**src/ssr_pkg.sv**
```systemverilog
`timescale 1ns / 1ps
// ----------------------------------------------------------------------------
// ssr_pkg
// Shared types and constants of the stepper speed ramp
// ----------------------------------------------------------------------------
package ssr_pkg;

  localparam int CFG_W     = 16;
  localparam int SPEED_W   = 32;
  localparam int PERIOD_W  = 20;
  localparam int STEP_W    = 32;
  localparam int COUNT_W   = 31;
  localparam int DIV_N_W   = 36;
  localparam int DIV_D_W   = 32;
  localparam int DIV_CNT_W = 6;
  localparam int SUM_W     = 40;

  localparam logic [PERIOD_W-1:0]  US_PER_SEC = 20'd1000000;
  localparam logic [DIV_CNT_W-1:0] INC_STEPS  = 6'd36;
  localparam logic [DIV_CNT_W-1:0] PER_STEPS  = 6'd20;

  localparam logic [1:0] CFG_MIN_SPEED = 2'd0;
  localparam logic [1:0] CFG_MAX_SPEED = 2'd1;
  localparam logic [1:0] CFG_ACCEL     = 2'd2;
  localparam logic [1:0] CFG_NONLIN    = 2'd3;

  localparam logic [CFG_W-1:0] MIN_SPEED_RST = 16'd400;
  localparam logic [CFG_W-1:0] MAX_SPEED_RST = 16'd10000;
  localparam logic [CFG_W-1:0] ACCEL_RST     = 16'd1;
  localparam logic [CFG_W-1:0] NONLIN_RST    = 16'd500;

  localparam logic [1:0] PHASE_ACCEL  = 2'd0;
  localparam logic [1:0] PHASE_CRUISE = 2'd1;
  localparam logic [1:0] PHASE_DECEL  = 2'd2;

  typedef enum logic [2:0] {
    KIND_START,
    KIND_EQUAL,
    KIND_ACCEL,
    KIND_END_ACCEL,
    KIND_DECEL,
    KIND_HOLD
  } kind_t;

  typedef enum logic {
    DIV_INC,
    DIV_PER
  } div_sel_t;

  typedef struct packed {
    logic     load_item;
    logic     div_go;
    div_sel_t div_sel;
    logic     apply_inc;
    logic     apply_per;
    logic     load_out;
  } ctrl_cmd_t;

  typedef struct packed {
    kind_t kind_now;
    logic  div_done;
    logic  speed_pos;
  } ctrl_sts_t;

endpackage

```
**src/stepper_speed_ramp.sv**
```systemverilog
`timescale 1ns / 1ps
// ----------------------------------------------------------------------------
// stepper_speed_ramp
// Step-rate generator: speed and step period of a stepper move, tick by tick
// ----------------------------------------------------------------------------
// Request channel (req_valid / req_stall): req_type 0 starts a move of
// move_steps steps, req_type 1 advances the ramp by one step. Each request
// word gives exactly one result word on the res channel (res_valid /
// res_stall) carrying step_period_us, current_speed and ramp_phase.
// Settings are written through cfg_valid / cfg_ready, cfg_index, cfg_data;
// cfg_ready is always high and writes belong in idle time.
// One word is worked at a time; req_stall is high from acceptance until the
// result is loaded into the output register, as res_valid rises. Work per
// word is set by the serial divider (one quotient bit a cycle): a start or an
// end-of-acceleration tick runs the 20-bit period division; an acceleration
// or deceleration tick runs the 36-bit increment division and then, if the
// new speed is positive, the period division; cruise or equal ticks run none.
// A new word can be taken while the previous result still waits; a stalled
// receiver holds the result and the block waits before loading the next one.
// Synchronous reset restores the default settings and clears the move state.
// ----------------------------------------------------------------------------
module stepper_speed_ramp (
  input  logic                               clk,
  input  logic                               rst,
  input  logic                               cfg_valid,
  output logic                               cfg_ready,
  input  logic [1:0]                         cfg_index,
  input  logic [ssr_pkg::CFG_W-1:0]          cfg_data,
  input  logic                               req_valid,
  output logic                               req_stall,
  input  logic                               req_type,
  input  logic signed [ssr_pkg::STEP_W-1:0]  move_steps,
  output logic                               res_valid,
  input  logic                               res_stall,
  output logic [ssr_pkg::PERIOD_W-1:0]       step_period_us,
  output logic signed [ssr_pkg::SPEED_W-1:0] current_speed,
  output logic [1:0]                         ramp_phase
);

  ssr_pkg::ctrl_cmd_t cmd;
  ssr_pkg::ctrl_sts_t sts;

  assign cfg_ready = 1'b1;

  ssr_ctrl u_ctrl (
    .clk       (clk),
    .rst       (rst),
    .req_valid (req_valid),
    .req_stall (req_stall),
    .res_valid (res_valid),
    .res_stall (res_stall),
    .sts       (sts),
    .cmd       (cmd)
  );

  ssr_dp u_dp (
    .clk            (clk),
    .rst            (rst),
    .cfg_valid      (cfg_valid),
    .cfg_index      (cfg_index),
    .cfg_data       (cfg_data),
    .req_type       (req_type),
    .move_steps     (move_steps),
    .cmd            (cmd),
    .sts            (sts),
    .step_period_us (step_period_us),
    .current_speed  (current_speed),
    .ramp_phase     (ramp_phase)
  );

endmodule

```
**src/ssr_div.sv**
```systemverilog
`timescale 1ns / 1ps
// ----------------------------------------------------------------------------
// ssr_div
// Restoring serial divider, one quotient bit per cycle, step count per start
// ----------------------------------------------------------------------------
module ssr_div (
  input  logic                            clk,
  input  logic                            rst,
  input  logic                            start,
  input  logic [ssr_pkg::DIV_N_W-1:0]     dividend,
  input  logic [ssr_pkg::DIV_D_W-1:0]     divisor,
  input  logic [ssr_pkg::DIV_CNT_W-1:0]   steps,
  output logic                            done,
  output logic [ssr_pkg::DIV_N_W-1:0]     quotient
);

  logic                            busy;
  logic [ssr_pkg::DIV_CNT_W-1:0]   cnt;
  logic [ssr_pkg::DIV_D_W-1:0]     rem;
  logic [ssr_pkg::DIV_N_W-1:0]     dq;
  logic [ssr_pkg::DIV_D_W:0]       rem_sh;
  logic [ssr_pkg::DIV_D_W+1:0]     diff;
  logic                            fits;

  assign rem_sh   = {rem, dq[ssr_pkg::DIV_N_W-1]};
  assign diff     = {1'b0, rem_sh} - {2'b00, divisor};
  assign fits     = !diff[ssr_pkg::DIV_D_W+1];
  assign quotient = dq;

  always_ff @(posedge clk) begin
    if (rst) begin
      busy <= 1'b0;
      cnt  <= '0;
      done <= 1'b0;
    end else if (start) begin
      busy <= 1'b1;
      cnt  <= steps;
      done <= 1'b0;
    end else if (busy) begin
      cnt <= cnt - 1'b1;
      if (cnt == 1) begin
        busy <= 1'b0;
        done <= 1'b1;
      end
    end else begin
      done <= 1'b0;
    end
  end

  always_ff @(posedge clk) begin
    if (start) begin
      rem <= '0;
      dq  <= dividend;
    end else if (busy) begin
      rem <= fits ? diff[ssr_pkg::DIV_D_W-1:0] : rem_sh[ssr_pkg::DIV_D_W-1:0];
      dq  <= {dq[ssr_pkg::DIV_N_W-2:0], fits};
    end
  end

endmodule

```
**src/ssr_dp.sv**
```systemverilog
`timescale 1ns / 1ps
// ----------------------------------------------------------------------------
// ssr_dp
// Ramp datapath: settings, move state, increment and period arithmetic
// ----------------------------------------------------------------------------
module ssr_dp (
  input  logic                               clk,
  input  logic                               rst,
  input  logic                               cfg_valid,
  input  logic [1:0]                         cfg_index,
  input  logic [ssr_pkg::CFG_W-1:0]          cfg_data,
  input  logic                               req_type,
  input  logic signed [ssr_pkg::STEP_W-1:0]  move_steps,
  input  ssr_pkg::ctrl_cmd_t                 cmd,
  output ssr_pkg::ctrl_sts_t                 sts,
  output logic [ssr_pkg::PERIOD_W-1:0]       step_period_us,
  output logic signed [ssr_pkg::SPEED_W-1:0] current_speed,
  output logic [1:0]                         ramp_phase
);

  logic [ssr_pkg::CFG_W-1:0]          min_speed;
  logic [ssr_pkg::CFG_W-1:0]          max_speed;
  logic [ssr_pkg::CFG_W-1:0]          accel_step;
  logic [ssr_pkg::CFG_W-1:0]          nonlinear_divisor;

  logic signed [ssr_pkg::SPEED_W-1:0] speed_now;
  logic [ssr_pkg::PERIOD_W-1:0]       period_now;
  logic [ssr_pkg::STEP_W-1:0]         step_count;
  logic [ssr_pkg::COUNT_W-1:0]        total_steps;
  logic [ssr_pkg::COUNT_W-1:0]        half_steps;
  logic [ssr_pkg::STEP_W-1:0]         decel_start;
  logic                               accel_done;
  ssr_pkg::kind_t                     kind;
  logic [1:0]                         phase;

  ssr_pkg::kind_t                     kind_now;
  logic [ssr_pkg::STEP_W-1:0]         raw;
  logic [ssr_pkg::STEP_W-1:0]         mag_raw;
  logic [ssr_pkg::COUNT_W-1:0]        mag;
  logic [ssr_pkg::STEP_W-1:0]         step_inc;
  logic [ssr_pkg::STEP_W-1:0]         total_ext;

  logic [ssr_pkg::DIV_N_W-1:0]        div_dividend;
  logic [ssr_pkg::DIV_D_W-1:0]        div_divisor;
  logic [ssr_pkg::DIV_CNT_W-1:0]      div_steps;
  logic                               div_done;
  logic [ssr_pkg::DIV_N_W-1:0]        div_q;
  logic [ssr_pkg::DIV_D_W-1:0]        per_src;

  logic [ssr_pkg::DIV_N_W-1:0]        inc_q;
  logic [ssr_pkg::DIV_N_W:0]          inc;
  logic signed [ssr_pkg::SUM_W-1:0]   spd_ext;
  logic signed [ssr_pkg::SUM_W-1:0]   inc_ext;
  logic signed [ssr_pkg::SUM_W-1:0]   sum;
  logic signed [ssr_pkg::SPEED_W-1:0] speed_sat;

  // settings
  always_ff @(posedge clk) begin
    if (rst) begin
      min_speed         <= ssr_pkg::MIN_SPEED_RST;
      max_speed         <= ssr_pkg::MAX_SPEED_RST;
      accel_step        <= ssr_pkg::ACCEL_RST;
      nonlinear_divisor <= ssr_pkg::NONLIN_RST;
    end else if (cfg_valid) begin
      case (cfg_index)
        ssr_pkg::CFG_MIN_SPEED: min_speed         <= cfg_data;
        ssr_pkg::CFG_MAX_SPEED: max_speed         <= cfg_data;
        ssr_pkg::CFG_ACCEL:     accel_step        <= cfg_data;
        ssr_pkg::CFG_NONLIN:    nonlinear_divisor <= cfg_data;
        default: ;
      endcase
    end
  end

  // decision for the incoming word
  assign total_ext = {1'b0, total_steps};

  always_comb begin
    if (!req_type) begin
      kind_now = ssr_pkg::KIND_START;
    end else if (min_speed == max_speed) begin
      kind_now = ssr_pkg::KIND_EQUAL;
    end else if (!accel_done) begin
      if (speed_now <= $signed({16'd0, max_speed}) && step_count <= {1'b0, half_steps}) begin
        kind_now = ssr_pkg::KIND_ACCEL;
      end else begin
        kind_now = ssr_pkg::KIND_END_ACCEL;
      end
    end else if (step_count >= decel_start) begin
      kind_now = ssr_pkg::KIND_DECEL;
    end else begin
      kind_now = ssr_pkg::KIND_HOLD;
    end
  end

  assign raw      = move_steps;
  assign mag_raw  = raw[ssr_pkg::STEP_W-1] ? (32'd0 - raw) : raw;
  assign mag      = mag_raw[ssr_pkg::STEP_W-1] ? {ssr_pkg::COUNT_W{1'b1}}
                                               : mag_raw[ssr_pkg::COUNT_W-1:0];
  assign step_inc = (step_count == {ssr_pkg::STEP_W{1'b1}}) ? step_count
                                                             : step_count + 32'd1;

  // divider operands
  always_comb begin
    case (kind)
      ssr_pkg::KIND_START:     per_src = {16'd0, min_speed};
      ssr_pkg::KIND_END_ACCEL: per_src = {16'd0, max_speed};
      default:                 per_src = speed_now;
    endcase
  end

  always_comb begin
    if (cmd.div_sel == ssr_pkg::DIV_INC) begin
      div_dividend = 36'(accel_step) * 36'(period_now);
      div_divisor  = {16'd0, nonlinear_divisor};
      div_steps    = ssr_pkg::INC_STEPS;
    end else begin
      div_dividend = {ssr_pkg::US_PER_SEC, 16'd0};
      div_divisor  = per_src;
      div_steps    = ssr_pkg::PER_STEPS;
    end
  end

  ssr_div u_div (
    .clk      (clk),
    .rst      (rst),
    .start    (cmd.div_go),
    .dividend (div_dividend),
    .divisor  (div_divisor),
    .steps    (div_steps),
    .done     (div_done),
    .quotient (div_q)
  );

  // speed update with saturation
  assign inc_q   = (nonlinear_divisor == '0) ? '0 : div_q;
  assign inc     = 37'(accel_step) + 37'(inc_q);
  assign spd_ext = {{8{speed_now[ssr_pkg::SPEED_W-1]}}, speed_now};
  assign inc_ext = {3'b000, inc};
  assign sum     = (kind == ssr_pkg::KIND_DECEL) ? spd_ext - inc_ext : spd_ext + inc_ext;

  always_comb begin
    if (sum > 40'sh007FFFFFFF) begin
      speed_sat = 32'sh7FFFFFFF;
    end else if (sum < 40'shFF80000000) begin
      speed_sat = 32'sh80000000;
    end else begin
      speed_sat = sum[ssr_pkg::SPEED_W-1:0];
    end
  end

  // move state
  always_ff @(posedge clk) begin
    if (rst) begin
      speed_now   <= '0;
      period_now  <= '0;
      step_count  <= '0;
      total_steps <= '0;
      half_steps  <= '0;
      decel_start <= '0;
      accel_done  <= 1'b0;
      kind        <= ssr_pkg::KIND_START;
      phase       <= ssr_pkg::PHASE_ACCEL;
    end else begin
      if (cmd.load_item) begin
        kind <= kind_now;
        case (kind_now)
          ssr_pkg::KIND_START: begin
            total_steps <= mag;
            half_steps  <= mag >> 1;
            step_count  <= '0;
            decel_start <= {1'b0, mag};
            accel_done  <= 1'b0;
            speed_now   <= $signed({16'd0, min_speed});
            phase       <= ssr_pkg::PHASE_ACCEL;
          end
          ssr_pkg::KIND_EQUAL: begin
            phase <= ssr_pkg::PHASE_CRUISE;
          end
          ssr_pkg::KIND_ACCEL: begin
            phase      <= ssr_pkg::PHASE_ACCEL;
            step_count <= step_inc;
          end
          ssr_pkg::KIND_END_ACCEL: begin
            accel_done  <= 1'b1;
            decel_start <= (step_count >= total_ext) ? '0 : total_ext - step_count;
            phase       <= ssr_pkg::PHASE_CRUISE;
            step_count  <= step_inc;
          end
          ssr_pkg::KIND_DECEL: begin
            phase      <= ssr_pkg::PHASE_DECEL;
            step_count <= step_inc;
          end
          default: begin
            phase      <= ssr_pkg::PHASE_CRUISE;
            step_count <= step_inc;
          end
        endcase
      end
      if (cmd.apply_inc) begin
        speed_now <= speed_sat;
      end
      if (cmd.apply_per) begin
        period_now <= (per_src == '0) ? ssr_pkg::US_PER_SEC : div_q[ssr_pkg::PERIOD_W-1:0];
      end
    end
  end

  // result word
  always_ff @(posedge clk) begin
    if (cmd.load_out) begin
      step_period_us <= period_now;
      current_speed  <= speed_now;
      ramp_phase     <= phase;
    end
  end

  assign sts.kind_now  = kind_now;
  assign sts.div_done  = div_done;
  assign sts.speed_pos = !speed_now[ssr_pkg::SPEED_W-1] && (speed_now != '0);

endmodule

```
**src/ssr_ctrl.sv**
```systemverilog
`timescale 1ns / 1ps
// ----------------------------------------------------------------------------
// ssr_ctrl
// Sequencer of the ramp: accepts a word, runs the divisions, hands out results
// ----------------------------------------------------------------------------
module ssr_ctrl (
  input  logic               clk,
  input  logic               rst,
  input  logic               req_valid,
  output logic               req_stall,
  output logic               res_valid,
  input  logic               res_stall,
  input  ssr_pkg::ctrl_sts_t sts,
  output ssr_pkg::ctrl_cmd_t cmd
);

  typedef enum logic [3:0] {
    S_IDLE,
    S_INC_GO,
    S_INC_WAIT,
    S_INC_APPLY,
    S_SPD_CHK,
    S_PER_GO,
    S_PER_WAIT,
    S_PER_APPLY,
    S_OUT
  } state_t;

  state_t state;
  logic   out_free;

  assign req_stall = (state != S_IDLE);
  assign out_free  = !res_valid || !res_stall;

  always_comb begin
    cmd           = '0;
    cmd.div_sel   = ssr_pkg::DIV_PER;
    case (state)
      S_IDLE:      cmd.load_item = req_valid;
      S_INC_GO: begin
        cmd.div_go  = 1'b1;
        cmd.div_sel = ssr_pkg::DIV_INC;
      end
      S_INC_WAIT:  cmd.div_sel   = ssr_pkg::DIV_INC;
      S_INC_APPLY: cmd.apply_inc = 1'b1;
      S_PER_GO:    cmd.div_go    = 1'b1;
      S_PER_APPLY: cmd.apply_per = 1'b1;
      S_OUT:       cmd.load_out  = out_free;
      default: ;
    endcase
  end

  always_ff @(posedge clk) begin
    if (rst) begin
      state     <= S_IDLE;
      res_valid <= 1'b0;
    end else begin
      if (state == S_OUT && out_free) begin
        res_valid <= 1'b1;
      end else if (!res_stall) begin
        res_valid <= 1'b0;
      end
      case (state)
        S_IDLE: begin
          if (req_valid) begin
            case (sts.kind_now)
              ssr_pkg::KIND_START, ssr_pkg::KIND_END_ACCEL: state <= S_PER_GO;
              ssr_pkg::KIND_ACCEL, ssr_pkg::KIND_DECEL:     state <= S_INC_GO;
              default:                                      state <= S_OUT;
            endcase
          end
        end
        S_INC_GO:    state <= S_INC_WAIT;
        S_INC_WAIT: begin
          if (sts.div_done) begin
            state <= S_INC_APPLY;
          end
        end
        S_INC_APPLY: state <= S_SPD_CHK;
        S_SPD_CHK:   state <= sts.speed_pos ? S_PER_GO : S_OUT;
        S_PER_GO:    state <= S_PER_WAIT;
        S_PER_WAIT: begin
          if (sts.div_done) begin
            state <= S_PER_APPLY;
          end
        end
        S_PER_APPLY: state <= S_OUT;
        S_OUT: begin
          if (out_free) begin
            state <= S_IDLE;
          end
        end
        default: state <= S_IDLE;
      endcase
    end
  end

endmodule

```
**config.mk**
```make
export PLATFORM = sky130hd
export DESIGN_NAME = stepper_speed_ramp
export DESIGN_NICKNAME = d
export VERILOG_FILES = /design/src/ssr_pkg.sv /design/src/stepper_speed_ramp.sv /design/src/ssr_div.sv /design/src/ssr_dp.sv /design/src/ssr_ctrl.sv
export SDC_FILE = /design/constraint.sdc
export NUM_CORES = 2
export LEC_CHECK = 0
export ABC_AREA = 1
export BUFFER_PORTS_ARGS = -buffer_cell sky130_fd_sc_hd__buf_2
export CAP_MARGIN = 10
export CORE_MARGIN = 5
export CORE_UTILIZATION = 57
export CTS_CLUSTER_DIAMETER = 200
export DETAILED_ROUTE_END_ITERATION = 10
export PLACE_DENSITY = 0.81
export SLEW_MARGIN = 0
export SYNTH_ARGS = -nofsm -noshare
export SYNTH_HDL_FRONTEND = slang
export SYNTH_HIERARCHICAL = 1
export SYNTH_SLANG_ARGS = --single-unit
```
**constraint.sdc**
```tcl
create_clock -name clk -period 7.63 [get_ports clk]
set_clock_uncertainty 0.2 [all_clocks]
set_input_delay 1.9075 -clock clk [delete_from_list [all_inputs] [get_ports clk]]
set_output_delay 1.9075 -clock clk [all_outputs]
set_load 0.02 [all_outputs]
```
==> metrics.md <==
| Metric | Value |
|---|---|
| Drt initial violations | 4183 |
| Vias in the first global route | 36100 |
| Antenna violations before repair | 1 |
| Power density cells | slightly below 300 mW/mm² |
| Total gr overflow | 0 |
| Fin area | 0.0414 mm² |
| CTS tree | yes |
| I/O pin cnt | 113 |
| Largest area contributor in the netlist | nand2_1 |
| Core Region | 0.0672 mm² |
| MaxCap Viol Count | 0 |
| Worst path most repeated cell | fa_1 |
| Remaining DRCs | 0 |
| Post-Syn Instances | 5696 |
| Root buffer cell | clkbuf_16 |
| CTS sink count | 352 |
| Area growth syn-to-layout | 7.20% |
| RePlAce Congestion | slightly above 1 |
| Sequential area share after synthesis | 0.206 |
| TNS Setup | 0 ps |
| Std-Cell Rows | 95 |
| Number of synthesized register bits | 352 |
| Total die area | 0.0731 mm² |
| Top delay family on crit path | adder cells |
| Area post-placement | 0.0398 mm² |
| HPWL Detailed | 91000 µm |
| Port Buf Inserts | 111 |
| Via count | 37600 |
| Setup Crit Path Kind | reg2reg |
| Arrival time worst endpoint | roughly 7300 ps |
| Netlist cell types | 66 |
| GRT Util Overall | 0.314 |
| Cts bufs inserted | 43 |
| Crit path launch type | flip-flop |
| Wire per inst | between 15 and 20 µm |
| Post-synth top area share | 0.147 |
| Final worst-path cycle share | 0.937 |
| Setup violations, final | 0 |
| Worst path bufs/invs | 3 |
| Total routed wirelength | 118000 µm |
| CP Capture Type | flip-flop |
| Worst-path cell chain | nand2_1 > fa_1 > inv_1 > fa_1 > ha_1 > fa_1 > inv_1 > fa_1 > fa_1 > inv_1 > ha_1 > nand2_1 > o31ai_1 > a21oi_1 > o21ai_0 > a21boi_0 > o21bai_1 > a21oi_1 > o21bai_1 > o21ai_0 > nand2_1 > nand2_1 |
| Final hold vios | 0 |
| Worst EP required | 7770 ps |
| CP Max Fanout | 18 |
| Pre-antenna DRT Iters | 8 |
| Synth Warn # | 6 |
| HP Class | reg2reg |
| Max frequency | 140 MHz |
| Clock transition at the registers of the reported paths | 60 ps |
| Chip Width | 270 µm |
| RSZ-0062 raised after global routing | no |
| CP max-delay cell | dfxtp_1 |
| Ys flop type | dfxtp_1 |
| Initial Util | 0.575 |
| Die extent in y | 270 µm |
| Number of hold buffers added after cts | 0 |
| Syn avg cell area | 6.78 µm² |
| Antenna Nets Post-Route | 0 |
| Worst slew pin tran | 1230 ps |
| Minimum clock period | ~7100 ps |
| FFs w/ async S/R, synth | 0 |
| Post-synth EDFFs | 90 |
| CTS max path bufs | 3 |
| Synthesized cell area | 0.0386 mm² |
| VDD IR max | 234 µV |
| Largest net degree at the start of global routing | 75 |
| Layout cells sized above 1 | 0.0680 |
| Clk_lat worst skew | 600 ps |
| DR vias/cell | 5.69 |
| CP peak stage delay | 890 ps |
| Main area contributors after synthesis | nand2_1 15%, dfxtp_1 14%, fa_1 13% |
| P_leak | 0.0210 µW |
| Setup Buffers After CTS | 0 |
| First-pass GRT wire length | around 190000 µm |
| NumNets Final | 6322 |
| Status | finished, final reports clean |
| Most numerous cell in the Yosys netlist | nand2_1 |
| Fin. max-slew vios | 0 |
| Hold_ws | 269 ps |
| Max-slew headroom | 0.181 |
| Commonest cells in the netlist | 1516 x nand2_1, 992 x inv_1, 476 x nor2_1 |
| CTS HTree Levels | 2 |
==> logic make-up (layout without fill, tap and decap cells) <==
| kind of cell | Yosys count | count (layout) | share of synthesized area |
|---|---|---|---|
| AND/OR/NAND/NOR | 2564 | 2564 | 0.283 |
| buffers and inverters | 1226 | 1267 | 0.123 |
| AO/OA/AOI/OAI | 820 | 820 | 0.118 |
| adder cells (fa/ha/maj) | 562 | 562 | 0.231 |
| flip-flops | 352 | 352 | 0.206 |
| XOR/XNOR | 169 | 169 | 0.0387 |
| other | 3 | 7 | 0.000292 |
==> flip-flops by register name, indices dropped and copies added (netlist names), 20 cells and up <==
name,count
u_dp/u_div/rem,32
u_dp/total_steps,31
u_dp/step_count,32
u_dp/step_period_us,20
u_dp/current_speed,32
u_dp/u_div/quotient,36
u_dp/decel_start,32
u_dp/period_now,20
u_dp/speed_now,32
==> path summary, 6_finish.rpt <==
path	from	depth (start not counted)	slack, ps	to
setup / recovery	u_dp/period_now[2]	22	480	u_dp/u_div/quotient[32]
hold / removal	u_dp/decel_start[8]	2	270	u_dp/decel_start[8]
setup reg to reg	u_dp/period_now[2]	22	480	u_dp/u_div/quotient[32]
hold reg to reg	u_dp/decel_start[8]	2	270	u_dp/decel_start[8]
==> where the power goes <==
part,internal (µW),switching [µW],total (µW)
Sequential,2380,370,2750
Combinational,2310,4750,7060
Clock,1330,915,2250
Total,6030,6040,12100
==> per-layer routing <==
layer  GRT usage  part of all wire  up-vias
li1            -                 -    18000
met1       0.417              0.41    17500
met2       0.508              0.45     1762
met3      0.0574             0.092      329
met4       0.132             0.049        0
met5           0                 0        -
==> cell type report <==
cell class | instances | area, µm²
flip-flops and latches | 352 | 7950
diodes | 2 | 5.00
clock buffers | 53 | 1200
well taps | 873 | 1090
clock inverters | 27 | 348
inverters | 1015 | 3810
fillers | 6165 | 25800
multi-input cells | 4120 | 26000
repair buffers | 172 | 1020
==> timing repair <==
item,4_1_cts,5_1_grt
setup endpoints to repair,0,19
hold endpoints to repair,0,0
gates resized for setup,0,1
==> placed cells by master, fill, tap and decap left out, types with 14 or more instances in the layout <==
cell	instances
nand4_1	89
o21ai_1	17
buf_2	110
o21bai_1	14
o21ai_0	260
a21oi_1	365
a31oi_1	21
inv_1	990
xnor2_1	57
nor2_1	473
ha_1	308
xor2_1	110
nand3b_1	26
dfxtp_1	262
nand3_1	236
nand2_2	37
o221ai_1	18
edfxtp_1	90
clkbuf_16	45
o22ai_1	26
fa_1	254
nor2_2	19
nor4_1	28
buf_4	62
o211ai_1	34
nand3_2	19
inv_2	16
nand2_1	1516
nor3_1	75
==> tightest hold or removal path: stages (launching register included) <==
cell,delay [ps]
dfxtp_1,310
nand2_1,60
a21oi_1,50
==> metrics by stage <==
step / total power (µW) / setup slack [ps] / cells / utilization
after global placement: 9560 / 768 / 6532 / 0.593
after global routing: 13000 / 106 / 6612 / 0.616
after detailed placement: 9650 / 636 / 6532 / 0.593
after CTS: 11900 / 584 / 6612 / 0.616
after floorplan: 7970 / 1230 / 5698 / -
final: 12100 / 482 / 6614 / 0.616
Power figures use the tool's default switching activity.
